[src/rtl/websocket_frame_deframer_macros.svh]
// ----------------------------------------------------------------------------
// websocket frame deframer assertion macros
// shared concurrent assertion wrappers, sampled on clk with rst_n low masking
// ----------------------------------------------------------------------------
`ifndef WEBSOCKET_FRAME_DEFRAMER_MACROS_SVH
`define WEBSOCKET_FRAME_DEFRAMER_MACROS_SVH

`ifndef SYNTH

// same-cycle implication
`define WSD_ASSERT_IMP(lbl, ante, cons, msg) \
    lbl: assert property (@(posedge clk) disable iff (!rst_n) (ante) |-> (cons)) \
        else $error(msg);

// next-cycle implication
`define WSD_ASSERT_NEXT(lbl, ante, cons, msg) \
    lbl: assert property (@(posedge clk) disable iff (!rst_n) (ante) |=> (cons)) \
        else $error(msg);

`else

`define WSD_ASSERT_IMP(lbl, ante, cons, msg)
`define WSD_ASSERT_NEXT(lbl, ante, cons, msg)

`endif

`endif

[src/rtl/wsd_pkg.sv]
// ----------------------------------------------------------------------------
// wsd_pkg
// types and constants shared by the websocket frame deframer modules
// ----------------------------------------------------------------------------
`default_nettype none

package wsd_pkg;

    localparam logic [3:0] OPCODE_TEXT = 4'd1;
    localparam logic [6:0] MAX_LEN     = 7'd125;

    localparam logic [1:0] ERR_NONE    = 2'd0;
    localparam logic [1:0] ERR_EXT_LEN = 2'd1;
    localparam logic [1:0] ERR_NOT_TXT = 2'd2;

    typedef enum logic [2:0] {
        PH_HDR0    = 3'd0,
        PH_HDR1    = 3'd1,
        PH_MASK    = 3'd2,
        PH_TEXT    = 3'd3,
        PH_DISCARD = 3'd4
    } phase_t;

    typedef struct packed {
        logic [7:0] payload_byte;
        logic       byte_valid;
        logic       frame_end;
        logic [1:0] error_code;
    } result_t;

    typedef struct packed {
        logic   halted;
        phase_t phase;
    } parse_status_t;

endpackage

`default_nettype wire

[src/rtl/wsd_parser.sv]
// ----------------------------------------------------------------------------
// wsd_parser
// frame header decode, mask capture and payload unmasking, one byte per beat
// ----------------------------------------------------------------------------
`default_nettype none

module wsd_parser
    import wsd_pkg::*;
(
    input  wire logic          clk,
    input  wire logic          rst_n,
    input  wire logic          accept,
    input  wire logic [7:0]    rx_byte,
    output logic               has_result,
    output result_t            result,
    output parse_status_t      status
);

    phase_t     phase_reg,     phase_next;
    logic [3:0] opcode_reg,    opcode_next;
    logic       masked_reg,    masked_next;
    logic [6:0] bytes_left_reg, bytes_left_next;
    logic [1:0] pos_reg,       pos_next;
    logic       halted_reg,    halted_next;
    logic [7:0] key_reg [4];
    logic       key_wr;

    logic       do_start;
    logic [6:0] start_len;

    always_ff @(posedge clk or negedge rst_n)
    begin
        if (!rst_n)
        begin
            phase_reg      <= PH_HDR0;
            opcode_reg     <= '0;
            masked_reg     <= 1'b0;
            bytes_left_reg <= '0;
            pos_reg        <= '0;
            halted_reg     <= 1'b0;
        end
        else
        begin
            phase_reg      <= phase_next;
            opcode_reg     <= opcode_next;
            masked_reg     <= masked_next;
            bytes_left_reg <= bytes_left_next;
            pos_reg        <= pos_next;
            halted_reg     <= halted_next;
        end
    end

    // key bytes are always written before a masked payload reads them
    always_ff @(posedge clk)
    begin
        if (key_wr)
        begin
            key_reg[pos_reg] <= rx_byte;
        end
    end

    always_comb
    begin
        phase_next      = phase_reg;
        opcode_next     = opcode_reg;
        masked_next     = masked_reg;
        bytes_left_next = bytes_left_reg;
        pos_next        = pos_reg;
        halted_next     = halted_reg;
        key_wr          = 1'b0;
        has_result      = 1'b0;
        result          = '0;
        do_start        = 1'b0;
        start_len       = bytes_left_reg;

        if (accept && !halted_reg)
        begin
            case (phase_reg)
                PH_HDR1:
                begin
                    masked_next = rx_byte[7];
                    if (rx_byte[6:0] > MAX_LEN)
                    begin
                        halted_next       = 1'b1;
                        phase_next        = PH_HDR0;
                        has_result        = 1'b1;
                        result.error_code = ERR_EXT_LEN;
                    end
                    else
                    begin
                        bytes_left_next = rx_byte[6:0];
                        if (rx_byte[7])
                        begin
                            pos_next   = '0;
                            phase_next = PH_MASK;
                        end
                        else
                        begin
                            do_start  = 1'b1;
                            start_len = rx_byte[6:0];
                        end
                    end
                end
                PH_MASK:
                begin
                    key_wr   = 1'b1;
                    pos_next = pos_reg + 2'd1;
                    if (pos_reg == 2'd3)
                    begin
                        do_start = 1'b1;
                    end
                end
                PH_TEXT:
                begin
                    pos_next            = pos_reg + 2'd1;
                    bytes_left_next     = bytes_left_reg - 7'd1;
                    has_result          = 1'b1;
                    result.byte_valid   = 1'b1;
                    result.payload_byte = masked_reg ? (rx_byte ^ key_reg[pos_reg]) : rx_byte;
                    if (bytes_left_reg == 7'd1)
                    begin
                        result.frame_end = 1'b1;
                        phase_next       = PH_HDR0;
                    end
                end
                PH_DISCARD:
                begin
                    pos_next        = pos_reg + 2'd1;
                    bytes_left_next = bytes_left_reg - 7'd1;
                    if (bytes_left_reg == 7'd1)
                    begin
                        halted_next       = 1'b1;
                        phase_next        = PH_HDR0;
                        has_result        = 1'b1;
                        result.error_code = ERR_NOT_TXT;
                    end
                end
                default:
                begin
                    opcode_next = rx_byte[3:0];
                    phase_next  = PH_HDR1;
                end
            endcase

            // header (and key) complete, choose the payload path
            if (do_start)
            begin
                pos_next = '0;
                if (opcode_reg == OPCODE_TEXT)
                begin
                    if (start_len == 7'd0)
                    begin
                        phase_next       = PH_HDR0;
                        has_result       = 1'b1;
                        result.frame_end = 1'b1;
                    end
                    else
                    begin
                        phase_next = PH_TEXT;
                    end
                end
                else if (start_len == 7'd0)
                begin
                    halted_next       = 1'b1;
                    phase_next        = PH_HDR0;
                    has_result        = 1'b1;
                    result.error_code = ERR_NOT_TXT;
                end
                else
                begin
                    phase_next = PH_DISCARD;
                end
            end
        end
    end

    assign status.halted = halted_reg;
    assign status.phase  = phase_reg;

endmodule

`default_nettype wire

[src/rtl/wsd_out_buf.sv]
// ----------------------------------------------------------------------------
// wsd_out_buf
// result register with a skid entry so input acceptance does not wait on out_ready
// ----------------------------------------------------------------------------
`default_nettype none

module wsd_out_buf
    import wsd_pkg::*;
(
    input  wire logic     clk,
    input  wire logic     rst_n,
    input  wire logic     push,
    input  wire result_t  push_data,
    output logic          push_ready,
    output logic          out_valid,
    input  wire logic     out_ready,
    output result_t       out_data
);

    logic    main_valid_reg;
    logic    skid_valid_reg;
    result_t main_reg;
    result_t skid_reg;

    always_ff @(posedge clk or negedge rst_n)
    begin
        if (!rst_n)
        begin
            main_valid_reg <= 1'b0;
            skid_valid_reg <= 1'b0;
        end
        else if (!main_valid_reg || out_ready)
        begin
            main_valid_reg <= skid_valid_reg || push;
            skid_valid_reg <= skid_valid_reg && push;
        end
        else if (push)
        begin
            skid_valid_reg <= 1'b1;
        end
    end

    always_ff @(posedge clk)
    begin
        if (!main_valid_reg || out_ready)
        begin
            if (skid_valid_reg)
            begin
                main_reg <= skid_reg;
                if (push)
                begin
                    skid_reg <= push_data;
                end
            end
            else if (push)
            begin
                main_reg <= push_data;
            end
        end
        else if (push)
        begin
            skid_reg <= push_data;
        end
    end

    assign push_ready = !skid_valid_reg;
    assign out_valid  = main_valid_reg;
    assign out_data   = main_reg;

endmodule

`default_nettype wire

[src/rtl/websocket_frame_deframer.sv]
// ----------------------------------------------------------------------------
// websocket_frame_deframer
// receive-side frame parser with payload unmasking
// ----------------------------------------------------------------------------
// One received byte is taken per clock cycle, back to back, for as long as
// the two-entry result buffer (output register plus skid entry) has room;
// in_ready drops only when both entries hold untaken results. A result
// appears on the output the cycle after the byte that causes it, unless an
// earlier result is still waiting there. Key bytes give no result, nor do
// discarded bytes but the last (the not-text error); header bytes give one
// only for an empty text frame or an error, as does the last key byte of
// an empty masked frame. After an error (length over 125, or a frame that
// is not text) the block keeps taking bytes but gives nothing until reset.
`default_nettype none

`include "websocket_frame_deframer_macros.svh"

module websocket_frame_deframer
    import wsd_pkg::*;
(
    input  wire logic        clk,
    input  wire logic        rst_n,
    input  wire logic        in_valid,
    output logic             in_ready,
    input  wire logic [7:0]  rx_byte,
    output logic             out_valid,
    input  wire logic        out_ready,
    output logic [7:0]       payload_byte,
    output logic             byte_valid,
    output logic             frame_end,
    output logic [1:0]       error_code
);

    logic          accept;
    logic          has_result;
    result_t       result;
    result_t       out_data;
    parse_status_t status;

    assign accept = in_valid && in_ready;

    wsd_parser u_parser (
        .clk        (clk),
        .rst_n      (rst_n),
        .accept     (accept),
        .rx_byte    (rx_byte),
        .has_result (has_result),
        .result     (result),
        .status     (status)
    );

    wsd_out_buf u_out_buf (
        .clk        (clk),
        .rst_n      (rst_n),
        .push       (has_result),
        .push_data  (result),
        .push_ready (in_ready),
        .out_valid  (out_valid),
        .out_ready  (out_ready),
        .out_data   (out_data)
    );

    assign payload_byte = out_data.payload_byte;
    assign byte_valid   = out_data.byte_valid;
    assign frame_end    = out_data.frame_end;
    assign error_code   = out_data.error_code;

    `WSD_ASSERT_IMP(a_data_no_err, out_valid && byte_valid, error_code == ERR_NONE, "data beat carries an error code")
    `WSD_ASSERT_IMP(a_err_beat_clean, out_valid && (error_code != ERR_NONE), !frame_end && !byte_valid && (payload_byte == 8'd0), "error beat carries data or frame end")
    `WSD_ASSERT_NEXT(a_halt_sticky, status.halted, status.halted, "halt cleared without reset")
    `WSD_ASSERT_IMP(a_empty_ready, !out_valid, in_ready, "input stalled with empty result buffer")

endmodule

`default_nettype wire
[config.mk]
export PLATFORM = sky130hd
export DESIGN_NAME = websocket_frame_deframer
export DESIGN_NICKNAME = d
export VERILOG_FILES = /design/src/rtl/wsd_pkg.sv /design/src/rtl/wsd_parser.sv /design/src/rtl/wsd_out_buf.sv /design/src/rtl/websocket_frame_deframer.sv
export VERILOG_INCLUDE_DIRS = /design/src /design/src/rtl
export SDC_FILE = /design/constraint.sdc
export NUM_CORES = 1
export LEC_CHECK = 0
export ABC_CLOCK_PERIOD_IN_PS = 4700
export BUFFER_PORTS_ARGS = -buffer_cell sky130_fd_sc_hd__buf_2
export CORE_ASPECT_RATIO = 1.2
export CORE_MARGIN = 2
export CORE_UTILIZATION = 50
export CTS_BUF_LIST = sky130_fd_sc_hd__clkbuf_2 sky130_fd_sc_hd__clkbuf_4 sky130_fd_sc_hd__clkbuf_8
export CTS_CLUSTER_SIZE = 12
export DETAILED_ROUTE_END_ITERATION = 10
export PLACE_DENSITY = 0.66
export SYNTH_ARGS = -nofsm -noshare
export SYNTH_HDL_FRONTEND = slang
export SYNTH_SLANG_ARGS = --single-unit
[constraint.sdc]
create_clock -name clk -period 4.7 [get_ports clk]
set_clock_uncertainty 0.15 [all_clocks]
set_input_delay 1.41 -clock clk [delete_from_list [all_inputs] [get_ports clk]]
set_output_delay 1.41 -clock clk [all_outputs]
set_load 0.02 [all_outputs]
==> flow_summary.toml <==
[grt]
grt_max_degree = 21
grt_usage_pct = 19.77
grt_pass1_vias = 2321
grt_overflow = 0
grt_first_pass_wirelength_um = 11770
antenna_found_initial = 0

[synth]
synth_largest_area_cell = "edfxtp_1"
synth_fp_nets = 301
synth.ff_latch_count = 76
yosys.cell_types.count = 56
syn_area_sq_mm = 0.003657
yosys_warnings = 0
synth.area.top_cells = "edfxtp_1, dfrtp_1, mux4_2, nand2_1, ha_1"
synthFlopType = "edfxtp_1"
synth_edf_count = 56
postSynthAreaPerCell_sq_um = 12.92
netlist_instances = 283
async_flop_share_pct = 26.32
ys_seq_area_share_pct = 59.66
yosys.area.top_type_share_pct = 45.98

[worst_setup_path]
slowest_delay_ns = 0.62
crit_fanout = 16
r2r_slack_ns = 1.83
required_ns = 4.56
r2r-start = "u_parser.pos_reg[0]"
cp_num_buf_inv = 1
critPathTopFamily = "simple AND/OR/NAND/NOR gates"
critPathKind = "in -> reg"
cp-start-kind = "primary input"
cp.arrival_ns = 2.94
crit_path_cell_trace = "buf_2, or3b_1, nor3_1, and2_1"
cpMaxStageDelayCell = "or3b_1"
reg2reg_to = "u_out_buf.skid_reg[3]"
reg2regPathDepth = 6
critPathCaptureType = "register"

[routing]
wl_met2_um = 3286
wl_met3_um = 449
top_layer = "met4"
routed-via-count = 2375
avgViaCountPerCell = 5.893
dr.first_iter.drc_count = 147
post_drt_wl_per_cell_um = 17.24
m1WireLength_um = 3050
drc = 0
final_antenna_net_count = 0
wl_um = 6947
firstDrtPassIters = 4

[cts]
numCtsBuffers = 9
clock-root-buffer = "clkbuf_8"
cts.hold.buffers_added = 0
cts_tree = "yes"
clk_path_buf_depth = 2
cts.repair.resized = 0
cts_setup_buffers = 0
clkTransAtPathRegs_ns = 0.07
cts_num_sinks = 76
htreeDepth = 3
clock_latency_ns = 0.34

[placement]
io_buffers = 25
dp_slack_ns = 1.240
placed_area_sq_mm = 0.003852
dp.cells = 387
dp_hpwl_um = 4898
place.gp.congestion = 0.9184

[sta]
fin_crit_sh_pct = 65.58
max_freq_ghz = 0.3245
hold_viol = 0
finalSetupViolations = 0
worst_slew_pin_slew_ns = 0.6582
fin_ws_ns = 1.618
slew_violations = 0
relSlewSlack_pct = 55.86
post-route-min-period_ns = 3.082
fin_tns_setup_ns = 0
rsz0062_at_grt = "no"

[hold_path]
hp-start = "u_parser.opcode_reg[0]"
hold_end = "u_parser.opcode_reg[0]"
holdPathStages = 1
worstHoldPathType = "reg -> reg"

[finish]
n_fill_cell = 581
finalInstanceArea_sq_mm = 0.004030
syn_to_final_growth_pct = 10.20
stdcell_count = 403
nNetsFinal = 326
n_antenna_cell = 0
layout_common_cells = "edfxtp_1, nand2_1, buf_2"
multiInputGateArea_sq_mm = 0.001365
drive_gt1_share_pct = 21.09
layout_commonest_cell = "edfxtp_1"
largest_reg_flops = 32
ff_latch_area_sq_mm = 0.002182
postLayoutCoreUtil_pct = 56.06

[floorplan]
die_area_sq_mm = 0.008018
core_sq_mm = 0.007189
start_util_pct = 50.87
die_h_um = 97.69
num_rows = 34
pin_count = 26
chipWidth_um = 82.08

[outcome]
status = "completed"

[power_and_ir_drop]
powerDensity_mw_per_mm2 = 548.2
peakVddDrop_mv = 0.3071
p_leak_nw = 1.450

[flow_run]
maxCapViolations = 0
synthesized netlist by cell type, types with 3 or more instances:
cell type	number
buf_2	7
nand2b_1	5
mux4_2	8
a221oi_1	3
inv_1	10
mux2_2	6
nand2_1	27
o211ai_1	4
nor2_1	15
o21ai_0	15
ha_1	6
a2bb2oi_1	3
a211oi_1	4
edfxtp_1	56
nor3_1	4
o31ai_1	3
xor2_1	8
a21oi_1	11
mux2i_1	5
dfrtp_1	20
and2_1	5
nand3_1	7
clkbuf_1	7
stage by stage:
step,power [mW],hold slack [ns]
floorplan,1.595,0.3201
global placement,1.769,0.3289
detailed placement,1.782,0.3366
CTS,2.220,0.3532
global route,2.369,0.3690
finish,2.210,0.3488
where the power goes:
| group | switching, mW | internal (mW) |
|---|---|---|
| combinational | 0.431 | 0.321 |
| sequential | 0.139 | 0.880 |
| clock | 0.235 | 0.204 |
| total | 0.804 | 1.41 |
cells by family after synthesis:
kind of cell | synth area share (%)
fa+ha+maj | 2.053
xor+xnor | 1.916
simple gates | 12.66
buf+inv | 3.011
mux | 8.142
flops | 59.66
compound gates | 12.56
cell type report:
class / count / share of cell area [%]
Inverter: 10 / 0.9314
Tap cell: 90 / 2.794
Sequential cell: 76 / 54.14
Multi-Input combinational cell: 182 / 33.87
Clock inverter: 5 / 0.9624
Timing Repair Buffer: 29 / 3.850
Clock buffer: 11 / 3.446
worst max-delay path by stage:
stage	startpoint	end	depth (start not counted)	slack [ns]
after floorplan	rx_byte[7]	u_out_buf.skid_reg[0]	4	0.96
after global placement	in_valid	u_parser.key_reg[2][6]	4	1.27
after detailed placement	in_valid	u_parser.key_reg[0][3]	4	1.24
after CTS	in_valid	u_parser.key_reg[0][1]	4	1.62
after global routing	rx_byte[3]	u_out_buf.skid_reg[3]	6	1.47
final	in_valid	u_parser.key_reg[2][5]	4	1.62
layer usage:
| metal | track usage (%) | up-vias |
|---|---|---|
| li1 | - | 1137 |
| met1 | 28.04 | 1133 |
| met5 | 0 | - |
| met3 | 4.740 | 14 |
| met4 | 9.103 | 0 |
| met2 | 28.52 | 91 |
No activity file was read; power rests on OpenSTA's default activity.
